--- config.mk ---
export PLATFORM = sky130hd
export DESIGN_NAME = dual_tone_envelope_generator
export DESIGN_NICKNAME = d
export VERILOG_FILES = /design/src/rtl/dtg_pkg.sv /design/src/rtl/dtg_cfg.sv /design/src/rtl/dtg_ctrl.sv /design/src/rtl/dtg_dp.sv /design/src/rtl/dual_tone_envelope_generator.sv
export SDC_FILE = /design/constraint.sdc
export NUM_CORES = 2
export LEC_CHECK = 0
export BUFFER_PORTS_ARGS = -buffer_cell sky130_fd_sc_hd__buf_2
export CAP_MARGIN = 20
export CORE_UTILIZATION = 55
export DETAILED_ROUTE_END_ITERATION = 8
export PLACE_DENSITY = 0.71
export SETUP_SLACK_MARGIN = 0.4
export SYNTH_ARGS = -nofsm -noshare
export SYNTH_HDL_FRONTEND = slang
export SYNTH_HIERARCHICAL = 1
export SYNTH_SLANG_ARGS = --single-unit
--- constraint.sdc ---
create_clock -name clk -period 18.1 [get_ports clk]
set_input_delay 3.62 -clock clk [delete_from_list [all_inputs] [get_ports clk]]
set_output_delay 3.62 -clock clk [all_outputs]
set_load 0.02 [all_outputs]
--- src/rtl/dtg_pkg.sv ---
// Shared types, register map and fixed-point constants of the dual-tone envelope generator.
package dtg_pkg;

  localparam int unsigned CFG_IDX_W  = 3;
  localparam int unsigned CFG_DATA_W = 32;

  // Shared multiplier: 32-bit by 17-bit operands, full product
  localparam int unsigned MUL_A_W = 32;
  localparam int unsigned MUL_B_W = 17;
  localparam int unsigned PROD_W  = MUL_A_W + MUL_B_W;

  localparam logic [16:0] ENV_ONE   = 17'd65536;
  localparam logic [15:0] OUT_SCALE = 16'd32760;
  localparam logic [16:0] POLY_A    = 17'd102944;
  localparam logic [16:0] POLY_B    = 17'd42047;
  localparam logic [16:0] POLY_C    = 17'd4640;

  typedef enum logic [CFG_IDX_W-1:0] {
    REG_PHASE_STEP_FIRST  = 3'd0,
    REG_PHASE_STEP_SECOND = 3'd1,
    REG_VOLUME            = 3'd2,
    REG_TONE_LENGTH       = 3'd3,
    REG_ATTACK_END        = 3'd4,
    REG_DECAY_START       = 3'd5,
    REG_ATTACK_STEP       = 3'd6,
    REG_DECAY_STEP        = 3'd7
  } dtg_reg_t;

  typedef struct packed {
    logic [31:0] phase_step_first;
    logic [31:0] phase_step_second;
    logic [15:0] volume;
    logic [15:0] tone_length;
    logic [15:0] attack_end;
    logic [15:0] decay_start;
    logic [16:0] attack_step;
    logic [16:0] decay_step;
  } dtg_cfg_t;

  localparam dtg_cfg_t CFG_RESET = '{
    phase_step_first:  32'd78741067,
    phase_step_second: 32'd78741067,
    volume:            16'd10486,
    tone_length:       16'd5120,
    attack_end:        16'd410,
    decay_start:       16'd1792,
    attack_step:       17'd160,
    decay_step:        17'd20
  };

  // Multiplier operation issued by the controller
  typedef enum logic [3:0] {
    STEP_NONE  = 4'd0,
    STEP_ENV   = 4'd1,
    STEP_SQ    = 4'd2,
    STEP_U2C   = 4'd3,
    STEP_U2T   = 4'd4,
    STEP_UT    = 4'd5,
    STEP_MAG   = 4'd6,
    STEP_VOL   = 4'd7,
    STEP_SCALE = 4'd8
  } dtg_step_t;

  typedef struct packed {
    logic      accept;
    logic      finish;
    logic      second;
    dtg_step_t step;
  } dtg_cmd_t;

  typedef struct packed {
    logic run_next;
    logic out_free;
  } dtg_status_t;

endpackage

--- src/rtl/dtg_cfg.sv ---
// Configuration register file of the dual-tone envelope generator.
module dtg_cfg import dtg_pkg::*; (
  input  logic                  clk,
  input  logic                  rst_n,
  input  logic                  cfg_we,
  input  logic [CFG_IDX_W-1:0]  cfg_index,
  input  logic [CFG_DATA_W-1:0] cfg_wdata,
  output dtg_cfg_t              cfg
);

  dtg_cfg_t cfg_r;
  dtg_cfg_t cfg_nxt;

  always_comb begin
    cfg_nxt = cfg_r;
    if (cfg_we) begin
      case (dtg_reg_t'(cfg_index))
        REG_PHASE_STEP_FIRST:  cfg_nxt.phase_step_first  = cfg_wdata;
        REG_PHASE_STEP_SECOND: cfg_nxt.phase_step_second = cfg_wdata;
        REG_VOLUME:            cfg_nxt.volume            = cfg_wdata[15:0];
        REG_TONE_LENGTH:       cfg_nxt.tone_length       = cfg_wdata[15:0];
        REG_ATTACK_END:        cfg_nxt.attack_end        = cfg_wdata[15:0];
        REG_DECAY_START:       cfg_nxt.decay_start       = cfg_wdata[15:0];
        REG_ATTACK_STEP:       cfg_nxt.attack_step       = cfg_wdata[16:0];
        REG_DECAY_STEP:        cfg_nxt.decay_step        = cfg_wdata[16:0];
        default:               cfg_nxt = cfg_r;
      endcase
    end
  end

  always_ff @(posedge clk) begin
    if (!rst_n) begin
      cfg_r <= CFG_RESET;
    end else begin
      cfg_r <= cfg_nxt;
    end
  end

  assign cfg = cfg_r;

endmodule

--- src/rtl/dtg_ctrl.sv ---
// Sequencing state machine: issues one multiplier operation per cycle to the datapath while a sample is computed.
module dtg_ctrl import dtg_pkg::*; (
  input  logic        clk,
  input  logic        rst_n,
  input  logic        in_valid,
  output logic        in_ready,
  input  dtg_status_t status,
  output dtg_cmd_t    cmd
);

  typedef enum logic [9:0] {
    ST_IDLE = 10'b00_0000_0001,
    ST_ENV  = 10'b00_0000_0010,
    ST_SA   = 10'b00_0000_0100,
    ST_SB   = 10'b00_0000_1000,
    ST_SC   = 10'b00_0001_0000,
    ST_SD   = 10'b00_0010_0000,
    ST_MAG  = 10'b00_0100_0000,
    ST_VOL  = 10'b00_1000_0000,
    ST_SCL  = 10'b01_0000_0000,
    ST_FIN  = 10'b10_0000_0000
  } dtg_state_t;

  dtg_state_t state_r;
  dtg_state_t state_nxt;
  logic       second_r;
  logic       second_nxt;

  always_comb begin
    state_nxt  = state_r;
    second_nxt = second_r;
    cmd        = '0;
    cmd.step   = STEP_NONE;
    in_ready   = 1'b0;
    case (state_r)
      ST_IDLE: begin
        in_ready = 1'b1;
        if (in_valid) begin
          cmd.accept = 1'b1;
          // skip the arithmetic when no tone is playing
          state_nxt = status.run_next ? ST_ENV : ST_FIN;
        end
      end
      ST_ENV: begin
        cmd.step   = STEP_ENV;
        second_nxt = 1'b0;
        state_nxt  = ST_SA;
      end
      ST_SA: begin
        cmd.step   = STEP_SQ;
        cmd.second = second_r;
        state_nxt  = ST_SB;
      end
      ST_SB: begin
        cmd.step  = STEP_U2C;
        state_nxt = ST_SC;
      end
      ST_SC: begin
        cmd.step  = STEP_U2T;
        state_nxt = ST_SD;
      end
      ST_SD: begin
        cmd.step = STEP_UT;
        if (second_r) begin
          state_nxt = ST_MAG;
        end else begin
          second_nxt = 1'b1;
          state_nxt  = ST_SA;
        end
      end
      ST_MAG: begin
        cmd.step  = STEP_MAG;
        state_nxt = ST_VOL;
      end
      ST_VOL: begin
        cmd.step  = STEP_VOL;
        state_nxt = ST_SCL;
      end
      ST_SCL: begin
        cmd.step  = STEP_SCALE;
        state_nxt = ST_FIN;
      end
      ST_FIN: begin
        // hold until the output register can take the sample
        if (status.out_free) begin
          cmd.finish = 1'b1;
          state_nxt  = ST_IDLE;
        end
      end
      default: state_nxt = ST_IDLE;
    endcase
  end

  always_ff @(posedge clk) begin
    if (!rst_n) begin
      state_r  <= ST_IDLE;
      second_r <= 1'b0;
    end else begin
      state_r  <= state_nxt;
      second_r <= second_nxt;
    end
  end

endmodule

--- src/rtl/dtg_dp.sv ---
// Datapath: tone state, shared multiplier, sine polynomial, envelope and output register.
module dtg_dp import dtg_pkg::*; #(
  parameter int unsigned SINE_TABLE_BITS = 10,
  parameter int unsigned INDEX_BITS      = 16
) (
  input  logic               clk,
  input  logic               rst_n,
  input  dtg_cfg_t           cfg,
  input  dtg_cmd_t           cmd,
  output dtg_status_t        status,
  input  logic               in_restart,
  input  logic               out_ready,
  output logic               out_valid,
  output logic signed [15:0] out_sample_value,
  output logic               out_active,
  output logic               out_last
);

  localparam int unsigned QB  = SINE_TABLE_BITS - 2;
  localparam int unsigned USH = 16 - QB;
  localparam int unsigned CW  = ((INDEX_BITS > 16) ? INDEX_BITS : 16) + 1;

  // tone state
  logic [INDEX_BITS-1:0] idx_r;
  logic [31:0]           phase1_r;
  logic [31:0]           phase2_r;
  logic                  running_r;

  // arithmetic registers
  logic [PROD_W-1:0]  prod_r;
  logic [PROD_W-1:0]  prod_nxt;
  logic [16:0]        u_r;
  logic [16:0]        u2_r;
  logic               sneg_r;
  logic signed [16:0] sin1_r;
  logic [16:0]        env_r;
  logic               neg_r;

  // output register
  logic               out_valid_r;
  logic signed [15:0] sample_r;
  logic               active_r;
  logic               last_r;

  logic [31:0]        phase_sel;
  logic [QB-1:0]      pfrac;
  logic [QB:0]        pos;
  logic [16:0]        u_c;
  logic [16:0]        r_c;
  logic [17:0]        rh_c;
  logic [14:0]        v_c;
  logic signed [16:0] sine_c;
  logic [16:0]        t1_c;
  logic [16:0]        t2_c;
  logic [15:0]        len_c;
  logic [CW-1:0]      i_ext;
  logic [CW-1:0]      len_ext;
  logic               attack_c;
  logic               decay_c;
  logic               last_c;
  logic [15:0]        rem_c;
  logic [16:0]        env_cap;
  logic [16:0]        env_c;
  logic signed [17:0] sum_c;
  logic signed [17:0] sum_neg;
  logic [16:0]        mag_c;
  logic [15:0]        res_c;
  logic signed [15:0] sample_c;
  logic [MUL_A_W-1:0] mul_a;
  logic [MUL_B_W-1:0] mul_b;

  // quarter-wave position of the selected phase
  assign phase_sel = cmd.second ? phase2_r : phase1_r;
  assign pfrac     = phase_sel[29 -: QB];
  assign pos       = phase_sel[30] ? ({1'b1, {QB{1'b0}}} - {1'b0, pfrac}) : {1'b0, pfrac};
  assign u_c       = 17'(pos) << USH;

  // finish the polynomial: round to Q1.15, saturate, apply half-wave sign
  assign r_c    = prod_r[32:16];
  assign rh_c   = ({1'b0, r_c} + 18'd1) >> 1;
  assign v_c    = (rh_c > 18'd32767) ? 15'h7fff : rh_c[14:0];
  assign sine_c = sneg_r ? -$signed({2'b00, v_c}) : $signed({2'b00, v_c});

  assign t1_c = POLY_B - prod_r[32:16];
  assign t2_c = POLY_A - prod_r[32:16];

  // envelope region and end-of-tone detection
  assign len_c    = (cfg.tone_length == '0) ? 16'd1 : cfg.tone_length;
  assign i_ext    = CW'(idx_r);
  assign len_ext  = CW'(len_c);
  assign attack_c = i_ext < CW'(cfg.attack_end);
  assign decay_c  = i_ext > CW'(cfg.decay_start);
  assign rem_c    = (i_ext < len_ext) ? 16'(len_ext - i_ext) : 16'd0;
  assign last_c   = ((i_ext + CW'(1)) >= len_ext) || (idx_r == '1);

  assign env_cap = (prod_r > PROD_W'(ENV_ONE)) ? ENV_ONE : prod_r[16:0];
  assign env_c   = (attack_c || decay_c) ? env_cap : ENV_ONE;

  assign sum_c   = $signed({sin1_r[16], sin1_r}) + $signed({sine_c[16], sine_c});
  assign sum_neg = -sum_c;
  assign mag_c   = sum_c[17] ? sum_neg[16:0] : sum_c[16:0];

  assign res_c    = (prod_r[48:32] > 17'(OUT_SCALE)) ? OUT_SCALE : prod_r[47:32];
  assign sample_c = neg_r ? -$signed(res_c) : $signed(res_c);

  always_comb begin
    mul_a = '0;
    mul_b = '0;
    case (cmd.step)
      STEP_ENV: begin
        if (attack_c) begin
          mul_a = MUL_A_W'(idx_r);
          mul_b = cfg.attack_step;
        end else begin
          mul_a = MUL_A_W'(rem_c);
          mul_b = cfg.decay_step;
        end
      end
      STEP_SQ: begin
        mul_a = MUL_A_W'(u_c);
        mul_b = u_c;
      end
      STEP_U2C: begin
        mul_a = MUL_A_W'(prod_r[32:16]);
        mul_b = POLY_C;
      end
      STEP_U2T: begin
        mul_a = MUL_A_W'(u2_r);
        mul_b = t1_c;
      end
      STEP_UT: begin
        mul_a = MUL_A_W'(u_r);
        mul_b = t2_c;
      end
      STEP_MAG: begin
        mul_a = MUL_A_W'(mag_c);
        mul_b = env_r;
      end
      STEP_VOL: begin
        mul_a = prod_r[31:0];
        mul_b = MUL_B_W'(cfg.volume);
      end
      STEP_SCALE: begin
        mul_a = prod_r[47:16];
        mul_b = MUL_B_W'(OUT_SCALE);
      end
      default: begin
        mul_a = '0;
        mul_b = '0;
      end
    endcase
  end

  assign prod_nxt = {{(PROD_W-MUL_A_W){1'b0}}, mul_a} * {{(PROD_W-MUL_B_W){1'b0}}, mul_b};

  always_ff @(posedge clk) begin
    if (cmd.step != STEP_NONE) begin
      prod_r <= prod_nxt;
    end
    if (cmd.step == STEP_SQ) begin
      u_r    <= u_c;
      sneg_r <= phase_sel[31];
      // the first sine finishes as the second starts; the envelope finishes before
      if (cmd.second) begin
        sin1_r <= sine_c;
      end else begin
        env_r <= env_c;
      end
    end
    if (cmd.step == STEP_U2C) begin
      u2_r <= prod_r[32:16];
    end
    if (cmd.step == STEP_MAG) begin
      neg_r <= sum_c[17];
    end
    if (cmd.finish) begin
      sample_r <= running_r ? sample_c : 16'sd0;
      active_r <= running_r;
      last_r   <= running_r && last_c;
    end
  end

  always_ff @(posedge clk) begin
    if (!rst_n) begin
      idx_r       <= '0;
      phase1_r    <= '0;
      phase2_r    <= '0;
      running_r   <= 1'b0;
      out_valid_r <= 1'b0;
    end else begin
      if (cmd.accept && in_restart) begin
        idx_r     <= '0;
        phase1_r  <= '0;
        phase2_r  <= '0;
        running_r <= 1'b1;
      end else if (cmd.finish && running_r) begin
        idx_r     <= idx_r + INDEX_BITS'(1);
        phase1_r  <= phase1_r + cfg.phase_step_first;
        phase2_r  <= phase2_r + cfg.phase_step_second;
        running_r <= !last_c;
      end
      if (cmd.finish) begin
        out_valid_r <= 1'b1;
      end else if (out_ready) begin
        out_valid_r <= 1'b0;
      end
    end
  end

  // run_next in the upper bit, out_free in the lower
  assign status = {in_restart || running_r, !out_valid_r || out_ready};

  assign out_valid        = out_valid_r;
  assign out_sample_value = sample_r;
  assign out_active       = active_r;
  assign out_last         = last_r;

  a_sample_range: assert property (@(posedge clk) disable iff (!rst_n)
    out_valid_r |-> (sample_r <= 16'sd32760) && (sample_r >= -16'sd32760))
    else $error("sample outside output scale");

  a_idle_quiet: assert property (@(posedge clk) disable iff (!rst_n)
    out_valid_r && !active_r |-> (sample_r == 16'sd0) && !last_r)
    else $error("idle sample not silent");

  a_stop_after_last: assert property (@(posedge clk) disable iff (!rst_n)
    cmd.finish && running_r && last_c |=> !running_r)
    else $error("tone still running after last sample");

  a_restart_clears: assert property (@(posedge clk) disable iff (!rst_n)
    cmd.accept && in_restart |=> running_r && (idx_r == '0) && (phase1_r == '0))
    else $error("restart did not clear tone state");

  a_env_bound: assert property (@(posedge clk) disable iff (!rst_n)
    cmd.step == STEP_MAG |-> env_r <= ENV_ONE)
    else $error("envelope above unity");

endmodule

--- src/rtl/dual_tone_envelope_generator.sv ---
// Dual-tone generator with attack/decay envelope: one signed 16-bit sample per request.
//
// Input channel (in_valid/in_ready, in_restart): every accepted request yields exactly one
// result. in_restart=1 starts a new tone at sample zero with both phases cleared.
// Result channel (out_valid/out_ready): out_sample_value, out_active (a tone sample was
// produced) and out_last (final sample of the tone). Without a tone playing the result is
// all zero.
// Configuration: cfg_we writes cfg_wdata to register cfg_index; write only
// while no request is in flight.
// Computation: a request during a tone runs through the single 32x17 multiplier, which
// serves twelve products per sample: the envelope ramp, four per sine polynomial,
// envelope, volume and output scale. A request with no tone playing skips the arithmetic.
// A new request is taken only once the previous result is in the output register.
// A finished sample waits in the output register; the next request is accepted and
// computed meanwhile, and only its final load waits for out_ready.
// Reset (synchronous, rst_n low) restores the register defaults, clears the tone state
// and drops out_valid.
module dual_tone_envelope_generator import dtg_pkg::*; #(
  parameter int unsigned SINE_TABLE_BITS = 10,
  parameter int unsigned INDEX_BITS      = 16
) (
  input  logic                  clk,
  input  logic                  rst_n,
  input  logic                  in_valid,
  output logic                  in_ready,
  input  logic                  in_restart,
  output logic                  out_valid,
  input  logic                  out_ready,
  output logic signed [15:0]    out_sample_value,
  output logic                  out_active,
  output logic                  out_last,
  input  logic                  cfg_we,
  input  logic [CFG_IDX_W-1:0]  cfg_index,
  input  logic [CFG_DATA_W-1:0] cfg_wdata
);

  dtg_cfg_t    cfg;
  dtg_cmd_t    cmd;
  dtg_status_t status;

  dtg_cfg u_cfg (
    .clk       (clk),
    .rst_n     (rst_n),
    .cfg_we    (cfg_we),
    .cfg_index (cfg_index),
    .cfg_wdata (cfg_wdata),
    .cfg       (cfg)
  );

  dtg_ctrl u_ctrl (
    .clk      (clk),
    .rst_n    (rst_n),
    .in_valid (in_valid),
    .in_ready (in_ready),
    .status   (status),
    .cmd      (cmd)
  );

  dtg_dp #(
    .SINE_TABLE_BITS (SINE_TABLE_BITS),
    .INDEX_BITS      (INDEX_BITS)
  ) u_dp (
    .clk              (clk),
    .rst_n            (rst_n),
    .cfg              (cfg),
    .cmd              (cmd),
    .status           (status),
    .in_restart       (in_restart),
    .out_ready        (out_ready),
    .out_valid        (out_valid),
    .out_sample_value (out_sample_value),
    .out_active       (out_active),
    .out_last         (out_last)
  );

endmodule
**Word level (Yosys, flattened, before mapping)**

Index checks and enable logic that the tools add are counted.

- $add $sub $neg: 13
- Multipliers: 1
- Divide/modulo/power cells: 0
- Order comparisons: 7
- Equal/unequal tests: 28
- Shift-type cells: 0
- Multiplexer cells: 30
- Bitwise gates (word level): 3
- Reductions and logical operators: 28

Operators with widths:

| kind | count |
|---|---|
| 32-bit case mux with 8 select lines | 1 |
| 17-bit case mux with 8 select lines | 1 |
| 10-bit case mux with 10 select lines | 1 |
| 16-bit two-way mux | 5 |
| 32-bit adder | 2 |
| 17-bit two-way mux | 3 |
| 49-bit by 17-bit greater-than comparator with 1-bit output (second input constant) | 1 |
| 32-bit by 17-bit multiplier with 49-bit output | 1 |
| 17-bit by 15-bit greater-than comparator with 1-bit output (second input constant) | 2 |
| 16-bit < comparator | 2 |
| 32-bit two-way mux | 1 |
| 4-bit case mux with 8 select lines | 1 |
| 10-bit two-way mux | 3 |
| 2-bit AND reduction | 11 |
| 17-bit by 1-bit adder with 18-bit output (second input constant) | 1 |
| 17-bit by 17-bit adder with 18-bit output | 1 |
| 16-bit by 1-bit adder with 17-bit output (second input constant) | 1 |
| 17-bit by 16-bit >= comparator with 1-bit output | 1 |
| 15-bit negation with 17-bit output | 1 |
| 17-bit negation | 1 |
| 16-bit by 17-bit subtractor with 17-bit output (first input constant) | 1 |
| 17-bit subtractor (first input constant) | 1 |
| 16-bit by 1-bit adder with 16-bit output (second input constant) | 1 |
| 16-bit equality test (second input constant) | 1 |
| 36 further kinds | 65 |

- Bits in registers: 384
- Latch bits: 0
- Memory bits (writable): 0
- Memory bits (read-only): 0
- Input bits: 41
- Output and inout port bits: 20
- Logic and storage cells: 135
- Memories kept: 0

**Longest topological paths before layout**

- Depth after elaboration: 10
- Mapped depth: 51
- Gate-level depth less buffers: 45

**Cells and area by module**

Netlist, hierarchy kept.

Modules (own cells, without submodules):

| module | instances | cells an instance | area an instance (um^2) | sequential area each (um^2) |
|---|---|---|---|---|
| dtg_dp | 1 | 4055 | 34378.0 | 5515.3 |
| dtg_cfg | 1 | 592 | 6189.7 | 3243.1 |
| dtg_ctrl | 1 | 85 | 690.7 | 220.2 |

**Least setup slack after synthesis**

Ideal clock, no wire load.

- Path kind: register to register
- Start point: register u_dp.prod_r[16]
- End point: register u_dp.prod_r[46] (data pin)
- Setup time: 258 ps
- Data arrival time: 10872 ps
- Required time: 17842 ps
- Slack: 6970 ps
- Stages on the path, launching flop included: 45
- Path buffers: 4
- Clock period less this slack: 11130 ps
- Path through: edfxtp_1 -> clkbuf_1 -> nand2_1 -> nor3_1 -> and3_1 -> clkbuf_1 -> nand3_1 -> nand3_1 -> o21ai_1 -> nor2b_1 -> clkbuf_1 -> a21oi_1 -> nor2_1 -> a21oi_1 -> ha_1 -> a21o_1 -> and2_4 -> or4_4 -> (+9 left out) -> inv_1 -> fa_1 -> fa_1 -> fa_1 -> fa_1 -> inv_1 -> fa_1 -> inv_1 -> ha_1 -> a21o_1 -> a21o_1 -> a221oi_1 -> o21ai_0 -> o31ai_1 -> o21bai_1 -> a221o_1 -> a21oi_1 -> xnor2_1

- Longest elaborated chain between the ends: 10
- Elaborated cells between the ends (all ways): 13
- Those cells by class: 6 x add/sub; 1 x mul; 1 x order compare; 5 x mux

RTL lines:

| item | line | text |
|---|---|---|
| start, declared | dtg_dp.sv:30 | `logic [PROD_W-1:0] prod_r;` |
| start signal, assigned | dtg_dp.sv:158 | `prod_r <= prod_nxt;` |
| 17-bit by 1-bit adder with 18-bit output * | dtg_dp.sv:80 | `assign rh_c = ({1'b0, r_c} + 18'd1) >> 1;` |
| 17-bit by 15-bit greater-than comparator with 1-bit output | dtg_dp.sv:81 | `assign v_c = (rh_c > 18'd32767) ? 15'h7fff : rh_c[14:0];` |
| 15-bit two-way mux * | dtg_dp.sv:81 |  |
| 15-bit negation with 17-bit output | dtg_dp.sv:82 | `assign sine_c = sneg_r ? -$signed({2'b00, v_c}) : $signed({2'b00, v_c});` |
| 17-bit two-way mux * | dtg_dp.sv:82 |  |
| named net u_dp.sine_c[4] | dtg_dp.sv:52 | `logic signed [16:0] sine_c;` |
| 17-bit by 17-bit adder with 18-bit output * | dtg_dp.sv:99 | `assign sum_c = $signed({sin1_r[16], sin1_r}) + $signed({sine_c[16], sine_c});` |
| 17-bit negation | dtg_dp.sv:100 | `assign sum_neg = -sum_c;` |
| 17-bit two-way mux * | dtg_dp.sv:101 | `assign mag_c = sum_c[17] ? sum_neg[16:0] : sum_c[16:0];` |
| 32-bit case mux with 8 select lines * | dtg_dp.sv:109 | `case (cmd.step)` |
| 32-bit by 17-bit multiplier with 49-bit output * | dtg_dp.sv:154 | `assign prod_nxt = {{(PROD_W-MUL_A_W){1'b0}}, mul_a} * {{(PROD_W-MUL_B_W){1'b0}}, mul_b};` |
| named net u_dp.prod_nxt[46] | dtg_dp.sv:31 | `logic [PROD_W-1:0] prod_nxt;` |

The timed path passes the listed nets; every way through them passes the cells marked *.
A chain may end at the register's enable or synchronous reset.

**Final worst setup path**

- Start point: register u_dp.prod_r[16]
- End point: register u_dp.prod_r[47] (data pin)

Same word-level chain as after synthesis.

==> impl_metrics.tcl <==
set metrics [dict create \
    root_buffer "sky130_fd_sc_hd__clkbuf_16" \
    drt_iter0_drc 3016 \
    worstSetupEndpointType "register" \
    place.port_buffers 60 \
    worstSkewPairLatency_ps 600 \
    synth.cell_area_um2 41300 \
    num_antenna_cells 0 \
    utilization_pct 59.3 \
    crit_path_frequent_cell "sky130_fd_sc_hd__fa_1" \
    crit_fanout 19 \
    routed-via-count 33700 \
    cts_tree "done" \
    finalHoldViolCount 0 \
    min-delay-path-class "register to register" \
    die_height_um 276 \
    post-cts-setup-buffer-count 0 \
    avg_vias_per_cell 5.95 \
    htreeDepth 2 \
    largest_net_degree_at_the_start_of_global_routing 90 \
    setup-violations-final 0 \
    vdd_drop_max_uv 64.4 \
    average_size_of_a_mapped_cell_um2 8.72 \
    power.share.switching_pct 26.1 \
    pin_count 61 \
    place.detailed.instances 5593 \
    cts_hold_buf 0 \
    ys_seq_area_share_pct 21.8 \
    max_stage_delay_ps 720 \
    clock_skew_ps 28.7 \
    detailedRoute.firstPassIterationCount 9 \
    synthDistinctLibCells 99 \
    worstPathRequired_ps 18420 \
    initial_core_util_pct 55.5 \
    fill_cells 6696 \
    postRouteAntennaNets 0 \
    setup_cp_type "register to register" \
    globalplace.congestion 0.966 \
    cts_num_sinks 384 \
    timing.setup.tns_ps 0 \
    period_minus_slack_ps 13250 \
    cts_buffers 44 \
    power.share.sequential_pct 44.2 \
    critical-path-slowest-cell "sky130_fd_sc_hd__a211o_1" \
    timing.fmax_mhz 75.5 \
    hpwlAfterDp_um 89600 \
    min_period_over_period_pct 73.2 \
    power.net_switching_mw 0.544 \
    postCtsResizedCells 0 \
    row_count 100 \
    flow.area_growth_from_synthesis_pct 6.83 \
    clk_pin_slew_ps 70 \
    cts-root-to-sink-buffers 3 \
    result_of_the_run "complete, no violations" \
    placeableCoreArea_um2 74300 \
    num-nets-final 5444 \
    timing.max_cap.violations 0 \
    die_x_um 276 \
    place_worst_setup_slack_ps 5110 \
    crit_arrival_ps 13580 \
    slew_viol_final 0 \
    slew_of_the_pin_with_the_lowest_slew_margin_ps 1230 \
    register_bit_total_from_synthesis 384 \
    globalRouteTotalUtil_pct 32.2 \
    wirelength_um 121000 \
    yosys_warnings 6 \
    synth-async-reset-ratio_pct 0 \
    clock_power_share_pct 46.5 \
    synth_flop_cell "sky130_fd_sc_hd__dfxtp_1" \
    power.static_leakage_nw 20.1 \
    layout-drive-gt1-share_pct 5.80 \
    combinational_share_of_power_pct 9.3 \
    critPathLaunchType "register" \
    grt.overflow.total 0 \
    synth_edf_count 129 \
    die_ar_um2 76100 \
    slew_headroom_pct 17.7 \
    finalNonFillerCells 5676 \
    grt_first_pass_wirelength_um 190000 \
    first_global_vias 33300 \
    unrepaired_setup_endpoints_after_global_routing "no" \
    antenna_found_initial 3 \
    setup_slack_ps 4850 \
    syn_inst 4732 \
    detail_route.drc_violations 0 \
    internal_power_mw 1.54 \
    wire_per_inst_um 21.3 \
    power_density_nw_per_um2 47.3 \
]
## cell usage after synthesis, drive strengths merged, types with 27 or more instances
master | instances | area, µm²
o21a | 47 | 353
xor2 | 70 | 613
xnor2 | 129 | 1130
mux2i | 190 | 1900
and2 | 121 | 761
nor2 | 214 | 803
a21o | 75 | 564
nand2 | 739 | 2780
nand2b | 37 | 231
nor3 | 66 | 330
nor4 | 27 | 169
and3 | 27 | 169
a211oi | 56 | 420
buf | 65 | 349
clkbuf | 185 | 694
nand3 | 62 | 315
o21ai | 127 | 636
dfxtp | 255 | 5100
fa | 453 | 9070
a22oi | 29 | 218
inv | 652 | 2450
a21oi | 208 | 1040
ha | 277 | 3470
or3 | 27 | 174
nor2b | 118 | 738
edfxtp | 129 | 3870
nand4 | 37 | 238
## cell usage in the layout, fill, tap and decap left out, types with 12 or more instances in the layout
master | Yosys | routed
sky130_fd_sc_hd__dfxtp_1 | 255 | 255
sky130_fd_sc_hd__clkbuf_16 | 0 | 46
sky130_fd_sc_hd__nor2b_1 | 118 | 118
sky130_fd_sc_hd__nand2b_1 | 37 | 37
sky130_fd_sc_hd__ha_1 | 277 | 277
sky130_fd_sc_hd__a221oi_1 | 15 | 15
sky130_fd_sc_hd__nand2_1 | 737 | 734
sky130_fd_sc_hd__nand4_1 | 36 | 36
sky130_fd_sc_hd__a22oi_1 | 29 | 29
sky130_fd_sc_hd__xnor2_1 | 129 | 129
sky130_fd_sc_hd__a31oi_1 | 14 | 14
sky130_fd_sc_hd__o21ai_0 | 124 | 122
sky130_fd_sc_hd__conb_1 | 2 | 15
sky130_fd_sc_hd__o21a_1 | 47 | 47
sky130_fd_sc_hd__nor2_1 | 214 | 213
sky130_fd_sc_hd__and4_1 | 12 | 12
sky130_fd_sc_hd__xor2_1 | 70 | 70
sky130_fd_sc_hd__mux2i_1 | 190 | 190
sky130_fd_sc_hd__or3_1 | 26 | 26
sky130_fd_sc_hd__o211ai_1 | 13 | 13
sky130_fd_sc_hd__o31ai_1 | 16 | 16
sky130_fd_sc_hd__nand3_1 | 61 | 61
sky130_fd_sc_hd__inv_1 | 651 | 651
sky130_fd_sc_hd__nor4_1 | 27 | 26
sky130_fd_sc_hd__a21boi_0 | 13 | 13
sky130_fd_sc_hd__o21bai_1 | 20 | 20
sky130_fd_sc_hd__edfxtp_1 | 129 | 129
sky130_fd_sc_hd__and3_1 | 27 | 27
sky130_fd_sc_hd__or2_2 | 12 | 12
sky130_fd_sc_hd__fa_1 | 453 | 453
sky130_fd_sc_hd__a211oi_1 | 56 | 55
sky130_fd_sc_hd__buf_2 | 35 | 59
sky130_fd_sc_hd__a21o_1 | 74 | 74
sky130_fd_sc_hd__a22o_1 | 20 | 20
sky130_fd_sc_hd__and2_1 | 119 | 118
sky130_fd_sc_hd__a221o_1 | 18 | 18
sky130_fd_sc_hd__a21oi_1 | 208 | 207
sky130_fd_sc_hd__nor3_1 | 66 | 64
sky130_fd_sc_hd__buf_4 | 4 | 69
sky130_fd_sc_hd__o22ai_1 | 14 | 12
## state kept, by name, indices dropped and copies added, names as in the netlist
| name | cells |
|---|---|
| u_dp/phase1_r | 32 |
| u_cfg/cfg | 162 |
| u_dp/prod_r | 49 |
| u_dp/sneg_r | 1 |
| u_dp/u2_r | 17 |
| u_dp/phase2_r | 32 |
| u_dp/out_valid | 1 |
| u_dp/u_r | 9 |
| u_dp/out_sample_value | 16 |
| u_dp/idx_r | 16 |
| u_dp/out_last | 1 |
| u_dp/out_active | 1 |
| u_dp/sin1_r | 17 |
| u_ctrl/second_r | 1 |
| u_dp/env_r | 17 |
| u_dp/neg_r | 1 |
| u_dp/running_r | 1 |
| u_ctrl/state_r | 10 |
## path summary, 6_finish.rpt
kind | startpoint | to | slack (ps) | depth (start not counted)
hold reg to reg | u_dp/phase2_r[19] | u_dp/phase2_r[19] | 450 | 2
hold / removal | u_dp/phase2_r[19] | u_dp/phase2_r[19] | 450 | 2
setup / recovery | u_dp/prod_r[16] | u_dp/prod_r[47] | 4850 | 42
setup reg to reg | u_dp/prod_r[16] | u_dp/prod_r[47] | 4850 | 42
## layout make-up
type                    instances  area (µm²)  area share [%]
clock buffers                  55        1240            2.82
clock inverters                25         327           0.741
inverters                     655        2460            5.58
multi-input cells            3456       29000            65.7
flip-flops and latches        384        8980            20.4
well taps                     969        1210            2.75
repair buffers                132         880            2.00
## worst max-delay path: cells and delay by family, from the launching register on
kind	cells	cell delay (ps)
compound gates	17	5050
xor+xnor	1	150
fa+ha+maj	9	4160
buf+inv	5	680
flops	1	630
simple gates	10	2260
## stage by stage
step | power (mW) | hold WS (ps) | area [µm²]
global placement | 1.13 | 443 | 42400
detailed placement | 1.13 | 449 | 42400
global route | 2.15 | 472 | 44100
CTS | 2.09 | 458 | 44000
finish | 2.09 | 454 | 44100
floorplan | 1.07 | 424 | 41300
## per-layer routing
layer	vias up	track usage, %	part of all wire [%]
li1	15500	-	-
met1	16600	44.2	43
met2	1401	51.6	45
met3	268	5.73	8.1
met4	4	10.6	3.6
met5	-	0	0.026
## cell families after synthesis
family / Yosys count / synth area share (%)
other cells: 2 / 0.0182
fa+ha+maj: 730 / 30.4
buf+inv: 905 / 8.49
flops: 384 / 21.8
compound gates: 777 / 12.8
xor+xnor: 199 / 4.22
simple gates: 1542 / 17.7
mux: 193 / 4.69
## power groups by stage
stage | clock, mW | sequential, mW | combinational (mW)
global route | 1.02 | 0.923 | 0.210
detailed placement | 0 | 0.940 | 0.188
finish | 0.970 | 0.922 | 0.194
CTS | 0.981 | 0.921 | 0.189
floorplan | 0 | 0.932 | 0.135
global placement | 0 | 0.940 | 0.186
Note: power is estimated with default switching activity, not from simulation.
